### src/design/uss_pkg.sv
`timescale 1ns / 1ps
package uss_pkg;

	localparam int unsigned CHAR_W  = 8;
	localparam int unsigned SPEED_W = 32;
	localparam int unsigned BITS_W  = 4;
	localparam int unsigned MODE_W  = 2;
	localparam int unsigned TDATA_W = 48;

	localparam logic [CHAR_W-1:0] CH_ZERO  = 8'h30;
	localparam logic [CHAR_W-1:0] CH_NINE  = 8'h39;
	localparam logic [CHAR_W-1:0] CH_ONE   = 8'h31;
	localparam logic [CHAR_W-1:0] CH_TWO   = 8'h32;
	localparam logic [CHAR_W-1:0] CH_FIVE  = 8'h35;
	localparam logic [CHAR_W-1:0] CH_DOT   = 8'h2E;
	localparam logic [CHAR_W-1:0] CH_SPACE = 8'h20;
	localparam logic [CHAR_W-1:0] CH_N     = 8'h4E;
	localparam logic [CHAR_W-1:0] CH_E     = 8'h45;
	localparam logic [CHAR_W-1:0] CH_O     = 8'h4F;

	localparam logic [SPEED_W-1:0] SPEED_MAX = '1;

	localparam logic [MODE_W-1:0] PAR_NONE = 2'd0;
	localparam logic [MODE_W-1:0] PAR_EVEN = 2'd1;
	localparam logic [MODE_W-1:0] PAR_ODD  = 2'd2;

	localparam logic [MODE_W-1:0] STOP_ONE      = 2'd0;
	localparam logic [MODE_W-1:0] STOP_ONE_HALF = 2'd1;
	localparam logic [MODE_W-1:0] STOP_TWO      = 2'd2;

	typedef enum logic [7:0] {
		PH_SPEED_FIRST = 8'b0000_0001,
		PH_SPEED       = 8'b0000_0010,
		PH_BITS        = 8'b0000_0100,
		PH_PARITY      = 8'b0000_1000,
		PH_STOP        = 8'b0001_0000,
		PH_STOP_ONE    = 8'b0010_0000,
		PH_STOP_DOT    = 8'b0100_0000,
		PH_DONE        = 8'b1000_0000
	} phase_t;

	typedef enum logic [2:0] {
		ERR_NONE   = 3'd0,
		ERR_SPEED  = 3'd1,
		ERR_BITS   = 3'd2,
		ERR_PARITY = 3'd3,
		ERR_STOP   = 3'd4
	} err_t;

	typedef struct packed {
		phase_t              phase;
		logic [SPEED_W-1:0]  speed;
		logic [BITS_W-1:0]   bits;
		logic [MODE_W-1:0]   parity;
		logic [MODE_W-1:0]   stop;
		err_t                err;
	} pstate_t;

	localparam pstate_t PSTATE_RESET = '{
		phase:  PH_SPEED_FIRST,
		speed:  '0,
		bits:   '0,
		parity: '0,
		stop:   '0,
		err:    ERR_NONE
	};

	typedef struct packed {
		logic [MODE_W-1:0]   stop_mode;
		logic [MODE_W-1:0]   parity_mode;
		logic [BITS_W-1:0]   data_bits;
		logic [SPEED_W-1:0]  baud_speed;
		err_t                error_code;
		logic                ok;
	} result_t;

endpackage

### src/design/uart_settings_string_parser.sv
`timescale 1ns / 1ps
// a result word is offered on m_tvalid once the word carrying s_tlast has passed the
// input stage and been written into the result buffer
// throughput: one character word per cycle; a last word waits on a full result buffer
// reset: arst_n clears the input stage, the parse state and the two-entry result buffer
// at once; the parser also returns to its reset state after every string
module uart_settings_string_parser import uss_pkg::*; (
	input  logic                clk,
	input  logic                arst_n,
	// slave side: one character per word
	input  logic                s_tvalid,
	output logic                s_tready,
	input  logic [CHAR_W-1:0]   s_tdata,   // [7:0] char_in
	input  logic                s_tlast,   // end_of_string
	// master side: one result word per string
	output logic                m_tvalid,
	input  logic                m_tready,
	output logic [TDATA_W-1:0]  m_tdata    // [0] ok, [3:1] error_code, [35:4] baud_speed,
	                                       // [39:36] data_bits, [41:40] parity_mode,
	                                       // [43:42] stop_mode, [47:44] zero
);

	// input stage
	logic               valid_s1;
	logic [CHAR_W-1:0]  char_s1;
	logic               last_s1;

	// parse state carried from character to character
	pstate_t            state_q;
	pstate_t            state_nxt;
	result_t            res;

	// result buffer handshake
	logic               buf_ready;
	logic               adv_s1;
	logic               push;
	result_t            buf_dout;

	// a last character waits in the input stage only when the result buffer is full
	assign adv_s1   = !last_s1 || buf_ready;
	assign s_tready = !valid_s1 || adv_s1;
	assign push     = valid_s1 && last_s1 && buf_ready;

	always_ff @(posedge clk or negedge arst_n) begin
		if (!arst_n) begin
			valid_s1 <= 1'b0;
		end else if (s_tready) begin
			valid_s1 <= s_tvalid;
		end
	end

	always_ff @(posedge clk) begin
		if (s_tready && s_tvalid) begin
			char_s1 <= s_tdata;
			last_s1 <= s_tlast;
		end
	end

	uss_step u_step (
		.cur     (state_q),
		.char_in (char_s1),
		.nxt     (state_nxt),
		.res     (res)
	);

	// parse state: step on every character, back to reset after the last one
	always_ff @(posedge clk or negedge arst_n) begin
		if (!arst_n) begin
			state_q <= PSTATE_RESET;
		end else if (valid_s1 && adv_s1) begin
			state_q <= last_s1 ? PSTATE_RESET : state_nxt;
		end
	end

	uss_out_buf u_out_buf (
		.clk       (clk),
		.arst_n    (arst_n),
		.push      (push),
		.din       (res),
		.in_ready  (buf_ready),
		.out_valid (m_tvalid),
		.out_ready (m_tready),
		.dout      (buf_dout)
	);

	// pack fields from bit 0 up, zero pad to whole bytes
	assign m_tdata = {{(TDATA_W - $bits(result_t)){1'b0}}, buf_dout};

endmodule

### src/design/uss_step.sv
`timescale 1ns / 1ps
module uss_step import uss_pkg::*; (
	input  pstate_t            cur,
	input  logic [CHAR_W-1:0]  char_in,
	output pstate_t            nxt,
	output result_t            res
);

	logic                 is_digit;
	logic [BITS_W-1:0]    digit;
	logic [SPEED_W+3:0]   prod;
	err_t                 fin_err;

	assign is_digit = (char_in >= CH_ZERO) && (char_in <= CH_NINE);
	assign digit    = char_in[BITS_W-1:0];

	// speed * 10 + digit, 4 extra bits to catch overflow
	assign prod = {1'b0, cur.speed, 3'b000} + {3'b000, cur.speed, 1'b0}
		+ {{SPEED_W{1'b0}}, digit};

	always_comb begin
		nxt = cur;
		if (cur.err == ERR_NONE) begin
			unique case (cur.phase)
				PH_SPEED_FIRST: begin
					if (is_digit) begin
						nxt.speed = {{(SPEED_W-BITS_W){1'b0}}, digit};
						nxt.phase = PH_SPEED;
					end else begin
						nxt.err = ERR_SPEED;
					end
				end
				PH_SPEED: begin
					if (is_digit) begin
						nxt.speed = (prod[SPEED_W+3:SPEED_W] != 4'd0) ? SPEED_MAX
							: prod[SPEED_W-1:0];
					end else begin
						// separator byte is swallowed whatever it is
						nxt.phase = PH_BITS;
					end
				end
				PH_BITS: begin
					if (char_in != CH_SPACE) begin
						if (is_digit) begin
							nxt.bits  = digit;
							nxt.phase = PH_PARITY;
						end else begin
							nxt.err = ERR_BITS;
						end
					end
				end
				PH_PARITY: begin
					if (char_in == CH_N) begin
						nxt.parity = PAR_NONE;
						nxt.phase  = PH_STOP;
					end else if (char_in == CH_E) begin
						nxt.parity = PAR_EVEN;
						nxt.phase  = PH_STOP;
					end else if (char_in == CH_O) begin
						nxt.parity = PAR_ODD;
						nxt.phase  = PH_STOP;
					end else if (char_in != CH_SPACE) begin
						nxt.err = ERR_PARITY;
					end
				end
				PH_STOP: begin
					if (char_in == CH_ONE) begin
						nxt.stop  = STOP_ONE;
						nxt.phase = PH_STOP_ONE;
					end else if (char_in == CH_TWO) begin
						nxt.stop  = STOP_TWO;
						nxt.phase = PH_DONE;
					end else if (char_in != CH_SPACE) begin
						nxt.err = ERR_STOP;
					end
				end
				PH_STOP_ONE: begin
					if (char_in == CH_DOT) nxt.phase = PH_STOP_DOT;
					else                   nxt.err   = ERR_STOP;
				end
				PH_STOP_DOT: begin
					if (char_in == CH_FIVE) begin
						nxt.stop  = STOP_ONE_HALF;
						nxt.phase = PH_DONE;
					end else begin
						nxt.err = ERR_STOP;
					end
				end
				PH_DONE: begin
				end
				default: begin
				end
			endcase
		end
	end

	// error implied by where the string ended
	always_comb begin
		fin_err = nxt.err;
		if (nxt.err == ERR_NONE) begin
			unique case (nxt.phase) inside
				PH_SPEED_FIRST:        fin_err = ERR_SPEED;
				PH_SPEED, PH_BITS:     fin_err = ERR_BITS;
				PH_PARITY:             fin_err = ERR_PARITY;
				PH_STOP, PH_STOP_DOT:  fin_err = ERR_STOP;
				default:               fin_err = ERR_NONE;
			endcase
		end
	end

	always_comb begin
		res.ok         = (fin_err == ERR_NONE);
		res.error_code = fin_err;
		res.baud_speed = res.ok ? nxt.speed  : '0;
		res.data_bits  = res.ok ? nxt.bits   : '0;
		res.parity_mode = res.ok ? nxt.parity : '0;
		res.stop_mode  = res.ok ? nxt.stop   : '0;
	end

endmodule

### src/design/uss_out_buf.sv
`timescale 1ns / 1ps
module uss_out_buf import uss_pkg::*; (
	input  logic     clk,
	input  logic     arst_n,
	input  logic     push,
	input  result_t  din,
	output logic     in_ready,
	output logic     out_valid,
	input  logic     out_ready,
	output result_t  dout
);

	result_t     head_q;
	result_t     tail_q;
	logic [1:0]  count_q;
	logic        pop;

	assign in_ready  = (count_q != 2'd2);
	assign out_valid = (count_q != 2'd0);
	assign pop       = out_valid && out_ready;
	assign dout      = head_q;

	always_ff @(posedge clk or negedge arst_n) begin
		if (!arst_n) begin
			count_q <= 2'd0;
		end else begin
			count_q <= count_q + {1'b0, push} - {1'b0, pop};
		end
	end

	always_ff @(posedge clk) begin
		case (count_q)
			2'd0: begin
				if (push) head_q <= din;
			end
			2'd1: begin
				if (push && pop) head_q <= din;
				else if (push)   tail_q <= din;
			end
			2'd2: begin
				if (pop) head_q <= tail_q;
			end
			default: begin
			end
		endcase
	end

endmodule

### config.mk
export PLATFORM = sky130hd
export DESIGN_NAME = uart_settings_string_parser
export DESIGN_NICKNAME = d
export VERILOG_FILES = /design/src/design/uss_pkg.sv /design/src/design/uart_settings_string_parser.sv /design/src/design/uss_step.sv /design/src/design/uss_out_buf.sv
export SDC_FILE = /design/constraint.sdc
export NUM_CORES = 1
export LEC_CHECK = 0
export BUFFER_PORTS_ARGS = -buffer_cell sky130_fd_sc_hd__buf_2
export CORE_MARGIN = 2
export CORE_UTILIZATION = 45
export DETAILED_ROUTE_END_ITERATION = 8
export GPL_TIMING_DRIVEN = 0
export HOLD_SLACK_MARGIN = 0.06
export PLACE_DENSITY = 0.58
export RECOVER_POWER = 50
export SKIP_CTS_REPAIR_TIMING = 1
export SLEW_MARGIN = 25
export SYNTH_ARGS = -nofsm -noshare
export SYNTH_HDL_FRONTEND = slang
export SYNTH_SLANG_ARGS = --single-unit
### constraint.sdc
create_clock -name clk -period 7.15 [get_ports clk]
set_input_delay 0.3575 -clock clk [delete_from_list [all_inputs] [get_ports clk]]
set_output_delay 0.3575 -clock clk [all_outputs]
set_load 0.005 [all_outputs]
==> results of run 1 <==
## cell families after synthesis
group / synth area share, %
compound gates: 21.4
simple gates: 15.7
buf+inv: 3.78
other cells: 0.0396
mux: 1.28
xor+xnor: 3.24
flops: 45.1
fa+ha+maj: 9.42
## synthesized netlist by cell type (all sizes together) (16+ instances only)
library cell	instances
o31ai	16
nand3	22
o21ai	83
inv	22
nor3	21
ha	68
a22o	39
xnor2	25
buf	19
edfxtp	97
clkbuf	39
nor2	64
a21oi	69
dfrtp	53
nand2	116
## cell usage in the layout (no fill, tap or decap), types with 5 or more instances in the layout
master / count
xor2_1: 10
a221oi_1: 6
mux2_2: 8
nor2_1: 63
a21oi_1: 65
a31oi_1: 10
xnor2_1: 25
o31ai_1: 14
nand3_1: 22
a22oi_1: 5
o211ai_1: 8
o21bai_1: 7
clkbuf_1: 74
o21a_1: 8
o21ai_0: 80
and2_1: 9
a21o_1: 9
buf_2: 37
a22o_1: 39
ha_1: 68
nand4_1: 8
inv_1: 22
clkbuf_16: 17
o22ai_1: 6
dfrtp_1: 53
nor3_1: 17
edfxtp_1: 97
nor4_1: 5
and3_1: 11
nand2_1: 116
buf_4: 8
or3_1: 7
nand2b_1: 9
## area by class of cell
class	instances	share of cell area (%)
buffer	58	2.54
inverter	22	0.771
multi-input combinational	723	45.1
timing repair buffer	66	3.24
tap	275	3.21
clock inverter	14	1.32
clock buffer	18	4.01
sequential	151	39.8
## state kept, by name, summed over array words and instances, names as in the netlist
name	flops
state_q	51
u_out_buf.dout	44
u_out_buf.tail_q	44
char_s1	8
u_out_buf.count_q	2
last_s1	1
valid_s1	1
## metrics by stage
step | utilization (%) | TNS [ns] | instances | power (mW)
after floorplan | - | 0 | 954 | 1.84
after global placement | 48.5 | -25.90 | 1287 | 2.26
after detailed placement | 49.1 | 0 | 1294 | 2.33
after CTS | 51.9 | 0 | 1326 | 3.22
after global routing | 51.4 | 0 | 1327 | 3.32
final | 51.4 | 0 | 1327 | 3.16
## routing by layer
metal,share of wire (%),GRT usage (%)
met5,0,0
met4,1.9,8.10
met3,5.8,3.52
met2,46,38.2
met1,46,35.3
## power by group through the flow
stage	Combinational, mW	Sequential [mW]	Clock (mW)
5_1_grt	1.13	1.25	0.939
6_report	1.04	1.23	0.892
3_3_place_gp	0.982	1.28	0
4_1_cts	1.09	1.23	0.903
3_5_place_dp	1.09	1.25	0
2_1_floorplan	0.562	1.28	0
## critical path: cells and delay by family (launching register included)
kind	cells	cell delay (ns)
adder cells (fa/ha/maj)	2	1.01
buffers and inverters	3	0.42
flip-flops	1	0.50
AND/OR/NAND/NOR	2	0.64
AO/OA/AOI/OAI	8	2.76
## worst paths after layout
check	endpoint	depth (start not counted)
max reg2reg	u_out_buf.dout[25]$_DFFE_PP_	15
max	u_out_buf.dout[25]$_DFFE_PP_	15
min	char_s1[1]$_DFFE_PP_	1
min in group asynchronous	state_q[45]$_DFFE_PN0P_	2
max in group asynchronous	state_q[31]$_DFFE_PN0P_	2
min reg2reg	state_q[7]$_DFFE_PN0P_	1
==> impl_metrics.json, run 1 <==
{
  "gp_congestion": 0.910,
  "yosys-top-cells-area": "edfxtp_1 31%, dfrtp_1 14%, ha_1 9.0%, nand2_1 4.6%, o21ai_0 4.2%",
  "p_switching_mw": 1.15,
  "internal-power_mw": 2.01,
  "leakage_nw": 4.51,
  "clk_pin_slew_ns": 0.07,
  "via_per_inst": 5.94,
  "multi_input_area_um2": 4830,
  "wire_per_inst_um": 20.1,
  "ys_ff_latch": 151,
  "seqPwrFrac_pct": 39.0,
  "combPwrFrac_pct": 32.8,
  "ys_async_sr_fraction_pct": 35.8,
  "cp_slowest_stage_delay_ns": 0.67,
  "critical_path_class": "reg -> reg",
  "critPathMaxFanout": 9,
  "violations": "capacitance limit, slew limit",
  "ant_nets": 0,
  "finalSetupViolCount": 0,
  "yosys.area.top_type_share_pct": 30.8,
  "fin_crit_ns": 5.60,
  "drv_slew": 68,
  "rows": 53,
  "detail_route.wirelength_um": 26700,
  "grt_max_degree": 55,
  "clock_sinks": 151,
  "hold_class": "in -> reg",
  "fin_ws_ns": 1.55,
  "p_sw_share_pct": 36.4,
  "drt_iter0_drc": 625,
  "fmax_mhz": 178,
  "dp.final_hpwl_um": 19500,
  "final_hold_viol_count": 0,
  "start_util_pct": 45.4,
  "drcViolationCount": 0,
  "ir_worst_vdd_mv": 0.169,
  "min_from": "s_tdata[1]",
  "power_density_nw_per_um2": 295,
  "place_ws_ns": 1.67,
  "seq_area_um2": 4270,
  "path_cells": "inv_1 -> fa_1 -> inv_1 -> fa_1 -> a21o_1 -> a221oi_2 -> o211ai_1 -> o211ai_2 -> a21oi_1 -> or4_1 -> a2111o_1 -> and2_1 -> clkbuf_1 -> a221oi_1 -> o21ai_0",
  "cp-startpoint": "char_s1[3]$_DFFE_PP_",
  "yosys.area.top_type": "edfxtp_1",
  "ys_seq_area_share_pct": 45.1,
  "syn-instance-count": 951,
  "grt_pass1_wl_um": 41500,
  "reg2reg_slack_ns": 1.55,
  "whs_ns": 0.104,
  "port_buffers": 58,
  "startpoint_type": "flop",
  "clk_latency_ns": 0.43,
  "worst_pin_slew_ns": 3.24,
  "timing.rr.start": "char_s1[3]$_DFFE_PP_",
  "rsz0062_at_grt": "false",
  "synth_edf_count": 97,
  "cp_slowest_cell": "a221oi_1",
  "fin_skew_ns": 0.0126,
  "cts.htree.levels": 4,
  "ys.flop_type": "edfxtp_1",
  "dieArea_um2": 22200,
  "diodes": 0,
  "overflow": 0,
  "stdcell_area_um2": 10700,
  "die_width_um": 149,
  "final_nets": 1122,
  "cts_made_buffers": 17,
  "syn_area_um2": 9460,
  "drive_gt1_share_pct": 10.9,
  "clock-root-buffer": "clkbuf_16",
  "required_ns": 7.30,
  "status": "complete, but fails checks",
  "placed_area_um2": 10200,
  "timing.final.crit_share_pct": 78.4,
  "cts_tree": "built",
  "grt_util_all_layers_pct": 24.5,
  "maxCapViolations": 2,
  "max-slew-margin-rel_pct": -116,
  "areaGrowthSynthToFinish_pct": 13.2,
  "yosysWarnings": 0,
  "clockBufferDepth": 2,
  "synth_cell_types": 80,
  "clkPwrFrac_pct": 28.2,
  "pin_count": 63,
  "first_global_vias": 7442,
  "end_kind": "flop",
  "die_h_um": 149,
  "vias": 7876,
  "arrival_ns": 5.75,
  "drt-pass1-iter-count": 5,
  "syn_avg_cell_area_um2": 9.95,
  "core_um2": 20800,
  "nFillCells": 1944,
  "antenna_found_initial": 0
}
Power figures use the tool's default switching activity.
==> run 2, diff against run 1 <==
- clock period: 7.15 -> 5.6 ns (I/O delays scaled with it)
==> impl_metrics.json, run 2 (synthesis results as in run 1) <==
{
  "status": "complete, but fails checks",
  "violations": "capacitance limit, slew limit",
  "overflow": 0,
  "drive_gt1_share_pct": 11.2,
  "grt_max_degree": 55,
  "fmax_mhz": 187,
  "critPathMaxFanout": 9,
  "diodes": 0,
  "cts_tree": "built",
  "antenna_found_initial": 0,
  "first_global_vias": 7442,
  "ant_nets": 0,
  "critical_path_class": "reg -> reg",
  "reg2reg_to": "u_out_buf.dout[25]$_DFFE_PP_",
  "clkPwrFrac_pct": 28.1,
  "stdcell_area_um2": 10800,
  "leakage_nw": 4.56,
  "multi_input_area_um2": 4840,
  "drv_slew": 68,
  "required_ns": 5.76,
  "port_buffers": 58,
  "fin_crit_ns": 5.36,
  "maxCapViolations": 2,
  "cts.htree.levels": 4,
  "gp_congestion": 0.910,
  "die_h_um": 149,
  "reg2reg_depth": 15,
  "setup_tns_ns": 0,
  "final_hold_viol_count": 0,
  "finalSetupViolCount": 0,
  "end_kind": "flop",
  "crit_end": "u_out_buf.dout[25]$_DFFE_PP_",
  "grt_util_all_layers_pct": 24.5,
  "clk_pin_slew_ns": 0.06,
  "rsz0062_at_grt": "false",
  "final_nets": 1131,
  "hold_class": "in -> reg",
  "largest_reg_flops": 51,
  "cp_slowest_cell": "a2111o_1",
  "combPwrFrac_pct": 32.9,
  "clockBufferDepth": 2,
  "seq_area_um2": 4270,
  "place_ws_ns": 0.116,
  "mostFrequentLayoutCells": "116 x nand2_1, 97 x edfxtp_1, 79 x o21ai_0",
  "cp-startpoint": "char_s1[3]$_DFFE_PP_",
  "seqPwrFrac_pct": 39.0,
  "start_util_pct": 45.4,
  "p_switching_mw": 1.47,
  "dieArea_um2": 22200,
  "detail_route.wirelength_um": 26700,
  "top_register": "state_q",
  "timing.rr.start": "char_s1[3]$_DFFE_PP_",
  "rows": 53,
  "drt-pass1-iter-count": 5,
  "timing.final.crit_share_pct": 95.6,
  "die_width_um": 149,
  "startpoint_type": "flop",
  "layout_commonest_cell": "nand2_1",
  "pin_count": 63,
  "areaGrowthSynthToFinish_pct": 14.3,
  "clock_sinks": 151,
  "dp.final_hpwl_um": 19500,
  "p_sw_share_pct": 36.4,
  "arrival_ns": 5.51,
  "max-slew-margin-rel_pct": -116,
  "internal-power_mw": 2.57,
  "vias": 7887,
  "wire_per_inst_um": 20.0,
  "nFillCells": 1934,
  "worst_pin_slew_ns": 3.23,
  "placed_area_um2": 10200,
  "drt_iter0_drc": 672,
  "ir_worst_vdd_mv": 0.215,
  "cts_made_buffers": 17,
  "core_um2": 20800,
  "reg2reg_slack_ns": 0.24,
  "fin_ws_ns": 0.245,
  "clk_latency_ns": 0.43,
  "via_per_inst": 5.90,
  "drcViolationCount": 0,
  "cp_slowest_stage_delay_ns": 0.61,
  "power_mw": 4.04,
  "path_cells": "inv_1 -> fa_1 -> inv_1 -> fa_1 -> a21o_1 -> a221oi_2 -> o211ai_1 -> o211ai_2 -> a21oi_1 -> or4_1 -> a2111o_1 -> and2_1 -> clkbuf_1 -> a221oi_2 -> o21ai_0",
  "power_density_nw_per_um2": 374,
  "clock-root-buffer": "clkbuf_16",
  "fin_skew_ns": 0.0113,
  "grt_pass1_wl_um": 41500
}
==> run 2: cell types whose count changed in the layout (fill, tap and decap cells not counted) <==
cell	before	now
a221oi_1	6	4
a221oi_2	3	5
clkbuf_1	74	72
clkbuf_2	0	2
o21ai_0	80	79
dlygate4sd3_1	1	10
o21ai_1	3	4
==> run 2: stage by stage <==
stage	hold slack, ns	cells	utilization [%]
floorplan	-0.0156	954	-
global placement	0.458	1287	48.5
detailed placement	0.407	1294	49.1
CTS	-0.0456	1326	51.9
global route	0.0694	1336	51.9
finish	0.0523	1336	51.9
==> run 2: metal layers <==
metal	vias to the layer above	track usage, %	wire [um]
li1	3774	-	-
met1	3808	35.3	12300
met2	266	38.2	12300
met3	39	3.52	1480
met4	0	8.10	537
met5	-	0	0
==> run 2: how the worst min path moves through the flow <==
stage	cells after the start	startpoint	slack, ns	to
after CTS	1	arst_n	-0.05	state_q[45]$_DFFE_PN0P_
after global routing	2	s_tvalid	0.07	valid_s1$_DFFE_PN0N_
final	2	s_tvalid	0.05	valid_s1$_DFFE_PN0N_
after floorplan	0	arst_n	-0.02	state_q[0]$_DFFE_PN0P_
after global placement	1	s_tdata[1]	0.46	char_s1[1]$_DFFE_PP_
after detailed placement	1	arst_n	0.41	state_q[46]$_DFFE_PN0P_
==> run 2: worst max-delay path, delay by kind of cell, from the launching register on <==
| kind | cells | cell delay, ns |
|---|---|---|
| AOI/OAI and AO/OA | 8 | 2.51 |
| adders and majority gates | 2 | 1.01 |
| and+or+nand+nor | 2 | 0.64 |
| DFF | 1 | 0.49 |
| buffers and inverters | 3 | 0.44 |
==> run 2: power by group through the flow <==
| stage | clock (mW) | combinational [mW] | sequential, mW |
|---|---|---|---|
| detailed placement | 0 | 1.39 | 1.59 |
| global placement | 0 | 1.24 | 1.62 |
| global route | 1.20 | 1.45 | 1.60 |
| CTS | 1.15 | 1.39 | 1.57 |
| floorplan | 0 | 0.716 | 1.64 |
| finish | 1.14 | 1.33 | 1.57 |
==> run 2: layout make-up <==
type	instances	area share, %
tap	275	3.18
clock buffer	18	3.97
timing repair buffer	75	4.04
buffer	58	2.53
multi-input combinational	723	44.8
sequential	151	39.5
inverter	22	0.764
clock inverter	14	1.31
